File: src/rtl/core/gasfg_pkg.sv
`default_nettype none

package gasfg_pkg;

   // Fixed-point format of the angle fields.
   localparam int ANGLE_FRAC_BITS = 13;
   localparam int TRACKER_BITS    = 8;
   localparam int QUEUE_DEPTH     = 2;

   // Pi in Q32 and in the angle format, rounded to nearest.
   localparam longint PI_Q32   = 64'sd13493037705;
   localparam longint PI_Q     = (PI_Q32 + (64'sd1 <<< (31 - ANGLE_FRAC_BITS)))
                                 >>> (32 - ANGLE_FRAC_BITS);
   localparam longint TWO_PI_Q = 2 * PI_Q;

   // Number of full turns a wrap candidate may be away from an 18 bit value.
   localparam int WRAP_K = int'((64'sd1 <<< 17) / TWO_PI_Q) + 1;

   localparam logic signed [19:0] PI_W = 20'(PI_Q);

   // Radians to 1/128 degree: q * 23040 * 2^(32 - frac) / PI_Q32.
   localparam longint       DEG_SCALE     = 64'sd23040 <<< (32 - ANGLE_FRAC_BITS);
   localparam logic [95:0]  DEG_RECIP_NUM = 96'(DEG_SCALE) << 32;
   localparam logic [31:0]  DEG_RECIP     = 32'(DEG_RECIP_NUM / 96'(PI_Q32));
   localparam logic [47:0]  DEG_ROUND     = 48'(1) << 31;
   localparam logic [51:0]  DEG_K52       = 52'(DEG_SCALE);
   localparam logic [51:0]  DEG_P52       = 52'(PI_Q32);
   localparam logic [51:0]  DEG_H52       = 52'(PI_Q32 / 2);

   // Smoothing weight of one in Q16.
   localparam logic [16:0] ALPHA_ONE = 17'd65536;

   // Configuration register indexes.
   localparam logic [2:0] CSR_YAW_LIMIT     = 3'd0;
   localparam logic [2:0] CSR_PITCH_LIMIT   = 3'd1;
   localparam logic [2:0] CSR_SMOOTH_ALPHA  = 3'd2;
   localparam logic [2:0] CSR_YAW_FIRE_TOL  = 3'd3;
   localparam logic [2:0] CSR_PITCH_FIRE_TOL = 3'd4;

   localparam logic [15:0] YAW_LIMIT_RESET   = 16'd51472;
   localparam logic [14:0] PITCH_LIMIT_RESET = 15'd25736;
   localparam logic [16:0] ALPHA_RESET       = 17'd65536;
   localparam logic [15:0] FIRE_TOL_RESET    = 16'd164;

   typedef struct packed {
      logic [15:0] yaw_limit;
      logic [14:0] pitch_limit;
      logic [16:0] smooth_alpha;
      logic [15:0] yaw_fire_tolerance;
      logic [15:0] pitch_fire_tolerance;
   } cfg_type;

   // One classified command between the front and the back.
   typedef struct packed {
      logic               shot;
      logic signed [16:0] yaw;
      logic signed [15:0] pitch;
      logic [7:0]         tracker;
      logic [15:0]        distance;
      logic               fire_ok;
   } cmd_type;

   // Map an angle into (-pi, pi] by picking the one candidate in range.
   function automatic logic signed [16:0] wrap_angle(input logic signed [17:0] x);
      logic signed [19:0] cand;
      logic signed [16:0] r;
      r = '0;
      for (int k = -WRAP_K; k <= WRAP_K; k++) begin
         cand = 20'(x) - 20'(longint'(k) * TWO_PI_Q);
         if (cand > -PI_W && cand <= PI_W) begin
            r = 17'(cand);
         end
      end
      return r;
   endfunction

endpackage

`default_nettype wire

File: src/rtl/core/gasfg_front.sv
`default_nettype none

module gasfg_front (
   input  wire logic               req_valid,
   output logic                    req_ready,
   input  wire logic               req_type,
   input  wire logic signed [16:0] req_target_yaw,
   input  wire logic signed [15:0] req_target_pitch,
   input  wire logic [7:0]         req_tracker_index,
   input  wire logic [15:0]        req_target_range,
   input  wire logic               req_fire_request,
   input  wire gasfg_pkg::cfg_type cfg,
   input  wire logic               queue_full,
   output logic                    push,
   output gasfg_pkg::cmd_type      cmd
);

   logic signed [17:0] ty_w;
   logic signed [17:0] ylim_w;
   logic signed [16:0] tp_w;
   logic signed [16:0] plim_w;
   logic signed [16:0] ly;
   logic signed [15:0] lp;
   logic               clamped;

   // Accept whenever the queue has room.
   assign req_ready = ~queue_full;
   assign push      = req_valid & ~queue_full;

   // Clamp both angles to their magnitude limits and note any clamping.
   always_comb begin
      ty_w    = 18'(req_target_yaw);
      ylim_w  = $signed({2'b00, cfg.yaw_limit});
      tp_w    = 17'(req_target_pitch);
      plim_w  = $signed({2'b00, cfg.pitch_limit});
      clamped = 1'b0;
      if (ty_w > ylim_w) begin
         ly      = 17'(ylim_w);
         clamped = 1'b1;
      end else if (ty_w < -ylim_w) begin
         ly      = 17'(-ylim_w);
         clamped = 1'b1;
      end else begin
         ly = 17'(ty_w);
      end
      if (tp_w > plim_w) begin
         lp      = 16'(plim_w);
         clamped = 1'b1;
      end else if (tp_w < -plim_w) begin
         lp      = 16'(-plim_w);
         clamped = 1'b1;
      end else begin
         lp = 16'(tp_w);
      end
   end

   // Classify: every command, shot plan or hold, carries its type and its clamped angles.
   always_comb begin
      cmd.shot     = req_type;
      cmd.yaw      = ly;
      cmd.pitch    = lp;
      cmd.tracker  = req_tracker_index;
      cmd.distance = req_target_range;
      cmd.fire_ok  = req_fire_request & ~clamped;
   end

endmodule

`default_nettype wire

File: src/rtl/core/gasfg_queue.sv
`default_nettype none

module gasfg_queue #(
   parameter int DEPTH = gasfg_pkg::QUEUE_DEPTH
) (
   input  wire logic               clock,
   input  wire logic               reset,
   input  wire logic               push,
   input  wire gasfg_pkg::cmd_type push_data,
   input  wire logic               pop,
   output gasfg_pkg::cmd_type      head,
   output logic                    empty,
   output logic                    full
);

   localparam int PTR_W = (DEPTH > 1) ? $clog2(DEPTH) : 1;
   localparam int CNT_W = $clog2(DEPTH + 1);

   gasfg_pkg::cmd_type entry_ff [DEPTH];
   logic [PTR_W-1:0]   wr_ptr_ff;
   logic [PTR_W-1:0]   wr_ptr_in;
   logic [PTR_W-1:0]   rd_ptr_ff;
   logic [PTR_W-1:0]   rd_ptr_in;
   logic [CNT_W-1:0]   count_ff;
   logic [CNT_W-1:0]   count_in;
   logic               do_push;
   logic               do_pop;

   assign empty   = (count_ff == '0);
   assign full    = (count_ff == CNT_W'(DEPTH));
   assign head    = entry_ff[rd_ptr_ff];
   assign do_push = push & ~full;
   assign do_pop  = pop & ~empty;

   // Pointer and fill count updates.
   always_comb begin
      wr_ptr_in = wr_ptr_ff;
      rd_ptr_in = rd_ptr_ff;
      count_in  = count_ff;
      if (do_push) begin
         wr_ptr_in = (wr_ptr_ff == PTR_W'(DEPTH - 1)) ? '0 : wr_ptr_ff + 1'b1;
      end
      if (do_pop) begin
         rd_ptr_in = (rd_ptr_ff == PTR_W'(DEPTH - 1)) ? '0 : rd_ptr_ff + 1'b1;
      end
      if (do_push && !do_pop) begin
         count_in = count_ff + 1'b1;
      end else if (do_pop && !do_push) begin
         count_in = count_ff - 1'b1;
      end
   end

   always_ff @(posedge clock) begin
      if (reset) begin
         wr_ptr_ff <= '0;
         rd_ptr_ff <= '0;
         count_ff  <= '0;
      end else begin
         wr_ptr_ff <= wr_ptr_in;
         rd_ptr_ff <= rd_ptr_in;
         count_ff  <= count_in;
      end
   end

   // Storage needs no reset; entries are read only after a write.
   always_ff @(posedge clock) begin
      if (do_push) begin
         entry_ff[wr_ptr_ff] <= push_data;
      end
   end

endmodule

`default_nettype wire

File: src/rtl/core/gasfg_back.sv
`default_nettype none

module gasfg_back #(
   parameter int TRACKER_BITS = gasfg_pkg::TRACKER_BITS
) (
   input  wire logic               clock,
   input  wire logic               reset,
   input  wire gasfg_pkg::cfg_type cfg,
   input  wire logic               queue_empty,
   input  wire gasfg_pkg::cmd_type head,
   output logic                    pop,
   output logic                    rsp_valid,
   input  wire logic               rsp_ready,
   output logic signed [16:0]      rsp_yaw_degrees,
   output logic signed [16:0]      rsp_pitch_degrees,
   output logic signed [16:0]      rsp_yaw_radians,
   output logic signed [16:0]      rsp_pitch_radians,
   output logic [15:0]             rsp_distance_out,
   output logic                    rsp_fire_out
);

   typedef enum logic [3:0] {
      ST_IDLE,
      ST_YDIFF,
      ST_YMUL,
      ST_PMUL,
      ST_PUPD,
      ST_LAG,
      ST_DMUL,
      ST_DREM,
      ST_DFIX,
      ST_OUT
   } state_type;

   state_type               state_ff, state_in;
   logic                    filter_valid_ff, filter_valid_in;
   logic [TRACKER_BITS-1:0] last_tracker_ff, last_tracker_in;
   logic signed [16:0]      smooth_yaw_ff, smooth_yaw_in;
   logic signed [16:0]      smooth_pitch_ff, smooth_pitch_in;
   logic signed [16:0]      ly_ff, ly_in;
   logic signed [15:0]      lp_ff, lp_in;
   logic signed [16:0]      cy_ff, cy_in;
   logic signed [16:0]      cp_ff, cp_in;
   logic [15:0]             distance_ff, distance_in;
   logic                    fire_ok_ff, fire_ok_in;
   logic                    fire_ff, fire_in;
   logic signed [16:0]      ydiff_ff, ydiff_in;
   logic signed [35:0]      prod_ff, prod_in;
   logic                    deg_sel_ff, deg_sel_in;
   logic [15:0]             deg_mag_ff, deg_mag_in;
   logic                    deg_neg_ff, deg_neg_in;
   logic [15:0]             qest_ff, qest_in;
   logic signed [51:0]      rem_ff, rem_in;
   logic signed [16:0]      yaw_deg_ff, yaw_deg_in;
   logic signed [16:0]      pitch_deg_ff, pitch_deg_in;
   logic                    rsp_valid_ff, rsp_valid_in;
   logic signed [16:0]      rsp_yaw_deg_ff, rsp_yaw_deg_in;
   logic signed [16:0]      rsp_pitch_deg_ff, rsp_pitch_deg_in;
   logic signed [16:0]      rsp_yaw_rad_ff, rsp_yaw_rad_in;
   logic signed [16:0]      rsp_pitch_rad_ff, rsp_pitch_rad_in;
   logic [15:0]             rsp_distance_ff, rsp_distance_in;
   logic                    rsp_fire_ff, rsp_fire_in;

   logic [TRACKER_BITS-1:0] trk;
   logic [15:0]             alpha16;
   logic signed [17:0]      mul_a;
   logic signed [17:0]      mul_b;
   logic signed [35:0]      mul_p;
   logic signed [17:0]      ema;
   logic signed [16:0]      deg_src;
   logic [15:0]             deg_mag;
   logic [47:0]             deg_prod;
   logic [47:0]             deg_round;
   logic signed [16:0]      yaw_lag;
   logic [16:0]             yaw_lag_abs;
   logic signed [17:0]      pitch_lag;
   logic [17:0]             pitch_lag_abs;
   logic                    lagged;
   logic [16:0]             deg_res;

   assign pop               = (state_ff == ST_IDLE) && !queue_empty;
   assign trk               = TRACKER_BITS'(head.tracker);
   assign alpha16           = cfg.smooth_alpha[15:0];
   assign rsp_valid         = rsp_valid_ff;
   assign rsp_yaw_degrees   = rsp_yaw_deg_ff;
   assign rsp_pitch_degrees = rsp_pitch_deg_ff;
   assign rsp_yaw_radians   = rsp_yaw_rad_ff;
   assign rsp_pitch_radians = rsp_pitch_rad_ff;
   assign rsp_distance_out  = rsp_distance_ff;
   assign rsp_fire_out      = rsp_fire_ff;

   // Shared smoothing multiplier: yaw lag in ST_YMUL, pitch lag in the cycle after.
   always_comb begin
      mul_a = $signed({2'b00, alpha16});
      if (state_ff == ST_YMUL) begin
         mul_b = 18'(ydiff_ff);
      end else begin
         mul_b = 18'(lp_ff) - 18'(smooth_pitch_ff);
      end
      mul_p = mul_a * mul_b;
   end

   // Moving average step rounds half toward plus infinity.
   assign ema = 18'((prod_ff + 36'sd32768) >>> 16);

   // Degree conversion: reciprocal estimate, exact remainder, then correction.
   always_comb begin
      deg_src   = deg_sel_ff ? cp_ff : cy_ff;
      deg_mag   = 16'(deg_src[16] ? -deg_src : deg_src);
      deg_prod  = 48'(deg_mag) * 48'(gasfg_pkg::DEG_RECIP);
      deg_round = deg_prod + gasfg_pkg::DEG_ROUND;
      deg_res   = 17'(qest_ff)
                + 17'(rem_ff >= $signed(gasfg_pkg::DEG_P52))
                - 17'(rem_ff[51]);
   end

   // Lag of the command behind the clamped target.
   always_comb begin
      yaw_lag       = gasfg_pkg::wrap_angle(18'(ly_ff) - 18'(cy_ff));
      yaw_lag_abs   = 17'(yaw_lag[16] ? -yaw_lag : yaw_lag);
      pitch_lag     = 18'(cp_ff) - 18'(lp_ff);
      pitch_lag_abs = 18'(pitch_lag[17] ? -pitch_lag : pitch_lag);
      lagged        = (yaw_lag_abs > {1'b0, cfg.yaw_fire_tolerance})
                    || (pitch_lag_abs > {2'b00, cfg.pitch_fire_tolerance});
   end

   // Sequencer for one command.
   always_comb begin
      state_in         = state_ff;
      filter_valid_in  = filter_valid_ff;
      last_tracker_in  = last_tracker_ff;
      smooth_yaw_in    = smooth_yaw_ff;
      smooth_pitch_in  = smooth_pitch_ff;
      ly_in            = ly_ff;
      lp_in            = lp_ff;
      cy_in            = cy_ff;
      cp_in            = cp_ff;
      distance_in      = distance_ff;
      fire_ok_in       = fire_ok_ff;
      fire_in          = fire_ff;
      ydiff_in         = ydiff_ff;
      prod_in          = prod_ff;
      deg_sel_in       = deg_sel_ff;
      deg_mag_in       = deg_mag_ff;
      deg_neg_in       = deg_neg_ff;
      qest_in          = qest_ff;
      rem_in           = rem_ff;
      yaw_deg_in       = yaw_deg_ff;
      pitch_deg_in     = pitch_deg_ff;
      rsp_valid_in     = rsp_valid_ff;
      rsp_yaw_deg_in   = rsp_yaw_deg_ff;
      rsp_pitch_deg_in = rsp_pitch_deg_ff;
      rsp_yaw_rad_in   = rsp_yaw_rad_ff;
      rsp_pitch_rad_in = rsp_pitch_rad_ff;
      rsp_distance_in  = rsp_distance_ff;
      rsp_fire_in      = rsp_fire_ff;

      // The output register empties on its transfer.
      if (rsp_valid_ff && rsp_ready) begin
         rsp_valid_in = 1'b0;
      end

      case (state_ff)
         ST_IDLE: begin
            if (!queue_empty) begin
               state_in = ST_LAG;
               if (!head.shot) begin
                  // Hold: zero command, filter restarts.
                  filter_valid_in = 1'b0;
                  last_tracker_in = '0;
                  ly_in           = '0;
                  lp_in           = '0;
                  cy_in           = '0;
                  cp_in           = '0;
                  distance_in     = '0;
                  fire_ok_in      = 1'b0;
               end else begin
                  last_tracker_in = trk;
                  ly_in           = head.yaw;
                  lp_in           = head.pitch;
                  cy_in           = head.yaw;
                  cp_in           = 17'(head.pitch);
                  distance_in     = head.distance;
                  fire_ok_in      = head.fire_ok;
                  if (cfg.smooth_alpha >= gasfg_pkg::ALPHA_ONE) begin
                     filter_valid_in = 1'b0;
                  end else if (!filter_valid_ff || trk != last_tracker_ff) begin
                     // Filter start loads the clamped angles unchanged.
                     smooth_yaw_in   = head.yaw;
                     smooth_pitch_in = 17'(head.pitch);
                     filter_valid_in = 1'b1;
                  end else begin
                     state_in = ST_YDIFF;
                  end
               end
            end
         end
         ST_YDIFF: begin
            ydiff_in = gasfg_pkg::wrap_angle(18'(ly_ff) - 18'(smooth_yaw_ff));
            state_in = ST_YMUL;
         end
         ST_YMUL: begin
            prod_in  = mul_p;
            state_in = ST_PMUL;
         end
         ST_PMUL: begin
            smooth_yaw_in = gasfg_pkg::wrap_angle(18'(smooth_yaw_ff) + ema);
            cy_in         = gasfg_pkg::wrap_angle(18'(smooth_yaw_ff) + ema);
            prod_in       = mul_p;
            state_in      = ST_PUPD;
         end
         ST_PUPD: begin
            smooth_pitch_in = 17'(18'(smooth_pitch_ff) + ema);
            cp_in           = 17'(18'(smooth_pitch_ff) + ema);
            state_in        = ST_LAG;
         end
         ST_LAG: begin
            fire_in    = fire_ok_ff & ~lagged;
            deg_sel_in = 1'b0;
            state_in   = ST_DMUL;
         end
         ST_DMUL: begin
            deg_mag_in = deg_mag;
            deg_neg_in = deg_src[16];
            qest_in    = deg_round[47:32];
            state_in   = ST_DREM;
         end
         ST_DREM: begin
            rem_in   = $signed(52'(deg_mag_ff) * gasfg_pkg::DEG_K52
                               + gasfg_pkg::DEG_H52
                               - 52'(qest_ff) * gasfg_pkg::DEG_P52);
            state_in = ST_DFIX;
         end
         ST_DFIX: begin
            if (!deg_sel_ff) begin
               yaw_deg_in = deg_neg_ff ? -$signed(deg_res) : $signed(deg_res);
               deg_sel_in = 1'b1;
               state_in   = ST_DMUL;
            end else begin
               pitch_deg_in = deg_neg_ff ? -$signed(deg_res) : $signed(deg_res);
               state_in     = ST_OUT;
            end
         end
         ST_OUT: begin
            if (!rsp_valid_ff || rsp_ready) begin
               rsp_valid_in     = 1'b1;
               rsp_yaw_deg_in   = yaw_deg_ff;
               rsp_pitch_deg_in = pitch_deg_ff;
               rsp_yaw_rad_in   = cy_ff;
               rsp_pitch_rad_in = cp_ff;
               rsp_distance_in  = distance_ff;
               rsp_fire_in      = fire_ff;
               state_in         = ST_IDLE;
            end
         end
         default: begin
            state_in = ST_IDLE;
         end
      endcase
   end

   always_ff @(posedge clock) begin
      if (reset) begin
         state_ff        <= ST_IDLE;
         filter_valid_ff <= 1'b0;
         last_tracker_ff <= '0;
         smooth_yaw_ff   <= '0;
         smooth_pitch_ff <= '0;
         rsp_valid_ff    <= 1'b0;
      end else begin
         state_ff         <= state_in;
         filter_valid_ff  <= filter_valid_in;
         last_tracker_ff  <= last_tracker_in;
         smooth_yaw_ff    <= smooth_yaw_in;
         smooth_pitch_ff  <= smooth_pitch_in;
         ly_ff            <= ly_in;
         lp_ff            <= lp_in;
         cy_ff            <= cy_in;
         cp_ff            <= cp_in;
         distance_ff      <= distance_in;
         fire_ok_ff       <= fire_ok_in;
         fire_ff          <= fire_in;
         ydiff_ff         <= ydiff_in;
         prod_ff          <= prod_in;
         deg_sel_ff       <= deg_sel_in;
         deg_mag_ff       <= deg_mag_in;
         deg_neg_ff       <= deg_neg_in;
         qest_ff          <= qest_in;
         rem_ff           <= rem_in;
         yaw_deg_ff       <= yaw_deg_in;
         pitch_deg_ff     <= pitch_deg_in;
         rsp_valid_ff     <= rsp_valid_in;
         rsp_yaw_deg_ff   <= rsp_yaw_deg_in;
         rsp_pitch_deg_ff <= rsp_pitch_deg_in;
         rsp_yaw_rad_ff   <= rsp_yaw_rad_in;
         rsp_pitch_rad_ff <= rsp_pitch_rad_in;
         rsp_distance_ff  <= rsp_distance_in;
         rsp_fire_ff      <= rsp_fire_in;
      end
   end

endmodule

`default_nettype wire

File: src/rtl/core/gimbal_angle_smoother_fire_gate.sv
// Channel   Ports              Handshake         Payload
// request   req_*              valid / ready     type, yaw, pitch, tracker, range, fire
// response  rsp_*              valid / ready     degrees, radians, distance, fire
// config    csr_*              write enable      index 0..4, 17 bit data
//
// A command runs the lag check and both degree conversions, after the moving average
// when it runs: the smoothing multiplier is used once per angle, and one reciprocal
// multiplier converts both angles to degrees in turn, by estimate, remainder and correction.
// A two-entry queue lets requests be taken while the back end or the response
// register is stalled. Reset clears the filter and loads register defaults.
`default_nettype none

module gimbal_angle_smoother_fire_gate #(
   parameter int TRACKER_BITS = gasfg_pkg::TRACKER_BITS,
   parameter int QUEUE_DEPTH  = gasfg_pkg::QUEUE_DEPTH
) (
   input  wire logic               clock,
   input  wire logic               reset,
   input  wire logic               req_valid,
   output logic                    req_ready,
   input  wire logic               req_type,
   input  wire logic signed [16:0] req_target_yaw,
   input  wire logic signed [15:0] req_target_pitch,
   input  wire logic [7:0]         req_tracker_index,
   input  wire logic [15:0]        req_target_range,
   input  wire logic               req_fire_request,
   output logic                    rsp_valid,
   input  wire logic               rsp_ready,
   output logic signed [16:0]      rsp_yaw_degrees,
   output logic signed [16:0]      rsp_pitch_degrees,
   output logic signed [16:0]      rsp_yaw_radians,
   output logic signed [16:0]      rsp_pitch_radians,
   output logic [15:0]             rsp_distance_out,
   output logic                    rsp_fire_out,
   input  wire logic               csr_wr_en,
   input  wire logic [2:0]         csr_index,
   input  wire logic [16:0]        csr_wdata
);

   gasfg_pkg::cfg_type cfg_ff;
   gasfg_pkg::cfg_type cfg_in;
   gasfg_pkg::cmd_type push_cmd;
   gasfg_pkg::cmd_type head_cmd;
   logic               push;
   logic               pop;
   logic               queue_empty;
   logic               queue_full;

   // Register writes; unknown indexes are dropped.
   always_comb begin
      cfg_in = cfg_ff;
      if (csr_wr_en) begin
         case (csr_index)
            gasfg_pkg::CSR_YAW_LIMIT:      cfg_in.yaw_limit            = csr_wdata[15:0];
            gasfg_pkg::CSR_PITCH_LIMIT:    cfg_in.pitch_limit          = csr_wdata[14:0];
            gasfg_pkg::CSR_SMOOTH_ALPHA:   cfg_in.smooth_alpha         = csr_wdata;
            gasfg_pkg::CSR_YAW_FIRE_TOL:   cfg_in.yaw_fire_tolerance   = csr_wdata[15:0];
            gasfg_pkg::CSR_PITCH_FIRE_TOL: cfg_in.pitch_fire_tolerance = csr_wdata[15:0];
            default: begin
               cfg_in = cfg_ff;
            end
         endcase
      end
   end

   always_ff @(posedge clock) begin
      if (reset) begin
         cfg_ff.yaw_limit            <= gasfg_pkg::YAW_LIMIT_RESET;
         cfg_ff.pitch_limit          <= gasfg_pkg::PITCH_LIMIT_RESET;
         cfg_ff.smooth_alpha         <= gasfg_pkg::ALPHA_RESET;
         cfg_ff.yaw_fire_tolerance   <= gasfg_pkg::FIRE_TOL_RESET;
         cfg_ff.pitch_fire_tolerance <= gasfg_pkg::FIRE_TOL_RESET;
      end else begin
         cfg_ff <= cfg_in;
      end
   end

   // Front end: clamp and classify each request.
   gasfg_front u_front (
      .req_valid         (req_valid),
      .req_ready         (req_ready),
      .req_type          (req_type),
      .req_target_yaw    (req_target_yaw),
      .req_target_pitch  (req_target_pitch),
      .req_tracker_index (req_tracker_index),
      .req_target_range  (req_target_range),
      .req_fire_request  (req_fire_request),
      .cfg               (cfg_ff),
      .queue_full        (queue_full),
      .push              (push),
      .cmd               (push_cmd)
   );

   gasfg_queue #(
      .DEPTH (QUEUE_DEPTH)
   ) u_queue (
      .clock     (clock),
      .reset     (reset),
      .push      (push),
      .push_data (push_cmd),
      .pop       (pop),
      .head      (head_cmd),
      .empty     (queue_empty),
      .full      (queue_full)
   );

   // Back end: filter, fire gate, degree conversion and response register.
   gasfg_back #(
      .TRACKER_BITS (TRACKER_BITS)
   ) u_back (
      .clock             (clock),
      .reset             (reset),
      .cfg               (cfg_ff),
      .queue_empty       (queue_empty),
      .head              (head_cmd),
      .pop               (pop),
      .rsp_valid         (rsp_valid),
      .rsp_ready         (rsp_ready),
      .rsp_yaw_degrees   (rsp_yaw_degrees),
      .rsp_pitch_degrees (rsp_pitch_degrees),
      .rsp_yaw_radians   (rsp_yaw_radians),
      .rsp_pitch_radians (rsp_pitch_radians),
      .rsp_distance_out  (rsp_distance_out),
      .rsp_fire_out      (rsp_fire_out)
   );

endmodule

`default_nettype wire
File: config.mk
export PLATFORM = sky130hd
export DESIGN_NAME = gimbal_angle_smoother_fire_gate
export DESIGN_NICKNAME = d
export VERILOG_FILES = /design/src/rtl/core/gasfg_pkg.sv /design/src/rtl/core/gasfg_front.sv /design/src/rtl/core/gasfg_queue.sv /design/src/rtl/core/gasfg_back.sv /design/src/rtl/core/gimbal_angle_smoother_fire_gate.sv
export SDC_FILE = /design/constraint.sdc
export NUM_CORES = 2
export LEC_CHECK = 0
export BUFFER_PORTS_ARGS = -buffer_cell sky130_fd_sc_hd__buf_2
export CAP_MARGIN = 10
export CELL_PAD_IN_SITES_DETAIL_PLACEMENT = 0
export CELL_PAD_IN_SITES_GLOBAL_PLACEMENT = 1
export CORE_UTILIZATION = 40
export CTS_CLUSTER_DIAMETER = 150
export CTS_CLUSTER_SIZE = 12
export DETAILED_ROUTE_END_ITERATION = 12
export GPL_ROUTABILITY_DRIVEN = 0
export GPL_TIMING_DRIVEN = 0
export PLACE_DENSITY_LB_ADDON = 0.1
export SETUP_SLACK_MARGIN = 0.15
export SYNTH_ARGS = -nofsm -noshare
export SYNTH_HDL_FRONTEND = slang
export SYNTH_SLANG_ARGS = --single-unit
File: constraint.sdc
create_clock -name clock -period 11.33 [get_ports clock]
set_clock_uncertainty 0.05 [all_clocks]
set_input_delay 1.6995 -clock clock [delete_from_list [all_inputs] [get_ports clock]]
set_output_delay 1.6995 -clock clock [all_outputs]
set_load 0.01 [all_outputs]
==> out/qor.tcl <==
set qor(status) {finished clean}
set qor(routed_wl_um) 259000
set qor(tritoncts) {done}
set qor(endpoint_kind) {register}
set qor(io-pin-count) 171
set qor(routedWlPerCell_um) 24.3
set qor(grt_start_max_net_pins) 39
set qor(antenna_violations_before_repair) 22
set qor(layout-drive-gt1-share_pct) 6.22
set qor(cts.sink_count) 577
set qor(firstDrtPassIters) 6
set qor(port-buffer-count) 169
set qor(critical-path-top-cell-by-count) {sky130_fd_sc_hd__fa_1}
set qor(nature_of_the_critical_path_startpoint) {register}
set qor(area_delta_synth_final_pct) 8.74
set qor(fin_hold_ws_ps) 358
set qor(postSynthCellCount) 7976
set qor(grt_setup_unrepaired) {yes}
set qor(timing.max_cap.violations) 0
set qor(synth-main-ff-cell) {sky130_fd_sc_hd__edfxtp_1}
set qor(cp_data_arrival_time_ps) 11230
set qor(clock_path_buffers) 3
set qor(hold_viol_final) 0
set qor(detailroute.via_count) 61100
set qor(synth_edf_count) 444
set qor(timing.critical_path.required_ps) 11740
set qor(die-width_um) 427
set qor(netlist_area_sq_um) 72300
set qor(std_cell_rows) 155
set qor(synth_seq_area_share_pct) 22.1
set qor(total_gr_overflow) 0
set qor(synth-seq-cells) 577
set qor(async_reset_ff_share_pct) 0
set qor(ys_warn_count) 0
set qor(wire_length_of_the_first_global_routing_pass_um) 388000
set qor(hpwlAfterDp_um) 213000
set qor(setup_violations) 0
set qor(die_height_um) 427
set qor(critPathSlowestCell) {sky130_fd_sc_hd__edfxtp_1}
set qor(clock.fmax_mhz) 92.4
set qor(via_per_inst) 5.73
set qor(layout_worst_path_cycle_share_pct) 95.5
set qor(final_antenna_net_count) 0
set qor(slew-limit-headroom_pct) 10.1
set qor(cts.htree.levels) 2
set qor(initial_core_util_pct) 40.4
set qor(report.final.slew_viol_count) 0
set qor(hold_path_class) {reg -> reg}
set qor(critPathMaxFanout) 7
set qor(die_area_sq_um) 182000
set qor(area.sequential_sq_um) 16000
set qor(critical-path-max-stage-delay_ps) 660
set qor(tightest_slew_ps) 1340
set qor(synth_cell_type_count) 127
set qor(finalCriticalPeriod_ps) 10820
set qor(first_global_vias) 60100
set qor(grt_util_all_layers_pct) 28.2
set qor(clock_insertion_delay_worst_skew_ps) 720
set qor(cts.clk_slew.worst_paths_ps) 70
set qor(multi_input_comb_area_sq_um) 50800
set qor(fillCellCount) 17800
set qor(detail_route.drc_violations) 0
set qor(cts-hold-fix-buffers) 0
set qor(floorplan.core_area_sq_um) 179000
set qor(numCtsBuffers) 56
set qor(avgSynthCellArea_sq_um) 9.07
set qor(critPathKind) {reg -> reg}
set qor(post-route-worst-setup-slack_ps) 506
set qor(drc_marker_count_from_the_first_detailed_route_iteration) 5420
set qor(final_nets) 9782
set qor(clock-root-buffer) {sky130_fd_sc_hd__clkbuf_16}
set qor(dp_worst_setup_slack_ps) -672
[critical path: cells and delay by family (launching register included)]
family                     cells  cell delay [ps]
DFF                            1              660
xor gates and xnor gates       2              490
and+or+nand+nor                8             2720
muxes                          1              530
AOI/OAI and AO/OA              9             2190
adders and majority gates      7             3470
buffers and inverters          4              450
[cells in the mapped netlist (all sizes together) (94+ instances only)]
cell    number  area [sq um]
inv       1176          4410
ha         775          9700
fa         672         13500
nand2      660          2490
nor2       475          1790
a21oi      452          2280
edfxtp     444         13300
o21ai      309          1560
xnor2      273          2410
clkbuf     238           893
nand3      199           996
nor3       180           936
and2       154           963
dfxtp      133          2660
mux2i      116          1160
a211oi      97           771
o21a        97           737
xor2        95           840
a21o        94           706
buf         94           453
[final cells by class]
type                       count  share of cell area (%)
clock inverter                 6                   0.102
multi-input combinational   5892                    64.6
inverter                    1176                    5.61
timing repair buffer         218                    1.78
antenna                        9                  0.0286
tap                         2355                    3.75
sequential                   577                    20.3
buffer                       330                    1.71
clock buffer                 100                    2.05
[placed cells by master, fill, tap and decap left out, types with 62 or more instances in the layout]
master	count
sky130_fd_sc_hd__a211oi_1	90
sky130_fd_sc_hd__a21o_1	94
sky130_fd_sc_hd__a21oi_1	444
sky130_fd_sc_hd__a31oi_1	82
sky130_fd_sc_hd__and2_1	153
sky130_fd_sc_hd__buf_2	229
sky130_fd_sc_hd__clkbuf_1	273
sky130_fd_sc_hd__dfxtp_1	133
sky130_fd_sc_hd__edfxtp_1	444
sky130_fd_sc_hd__fa_1	672
sky130_fd_sc_hd__ha_1	775
sky130_fd_sc_hd__inv_1	1173
sky130_fd_sc_hd__mux2i_1	115
sky130_fd_sc_hd__nand2_1	658
sky130_fd_sc_hd__nand3_1	198
sky130_fd_sc_hd__nand4_1	65
sky130_fd_sc_hd__nor2_1	469
sky130_fd_sc_hd__nor3_1	168
sky130_fd_sc_hd__o211ai_1	62
sky130_fd_sc_hd__o21a_1	95
sky130_fd_sc_hd__o21ai_0	282
sky130_fd_sc_hd__xnor2_1	268
sky130_fd_sc_hd__xor2_1	89
[stage by stage]
step	util, %	TNS (ps)	cell area [sq um]	instances
floorplan	-	0	72300	7977
global placement	42.5	-223990	76100	10500
detailed placement	42.8	-2000	76700	10500
CTS	43.8	0	78400	10600
global route	43.9	0	78600	10700
finish	43.9	0	78600	10700
[worst paths after layout]
path                         from                   endpoint  slack, ps  cells after the start
max reg2reg       u_back.cy_ff[2]         u_back.qest_ff[15]        510                     31
max               u_back.cy_ff[2]         u_back.qest_ff[15]        510                     31
min reg2reg  u_back.yaw_deg_ff[0]  u_back.rsp_yaw_degrees[0]        360                      0
min          u_back.yaw_deg_ff[0]  u_back.rsp_yaw_degrees[0]        360                      0
[cell families after synthesis]
kind of cell,share of synthesized area [%]
AOI/OAI and AO/OA,17.1
xor gates and xnor gates,4.55
adders and majority gates,32.0
buffers and inverters,7.97
DFF,22.1
muxes,1.76
other,0.00519
and+or+nand+nor,14.4
[routing by layer]
metal	up-vias	track usage, %	share of wire (%)
met3	452	2.94	6.2
met1	30100	39.2	44
met4	6	9.48	3.9
met5	-	0	0.013
li1	28300	-	-
met2	2203	45.6	46
[timing repair]
action | 4_1_cts | 5_1_grt
pin swaps | 0 | 2
buffers inserted | 0 | 6
endpoints found under the setup margin | 11 | 13
cloned | 0 | 0
resized for setup | 10 | 27
[flip-flops by register name, summed over array words and instances, names as in the netlist, 19 cells and up, named ones only]
signal	count
u_back.prod_ff	19
cfg_ff	80
u_queue.entry_ff	118
u_back.rem_ff	52
Power is not shown: default switching activity piles up to over one toggle a cycle in this logic, so the estimate is an artifact.
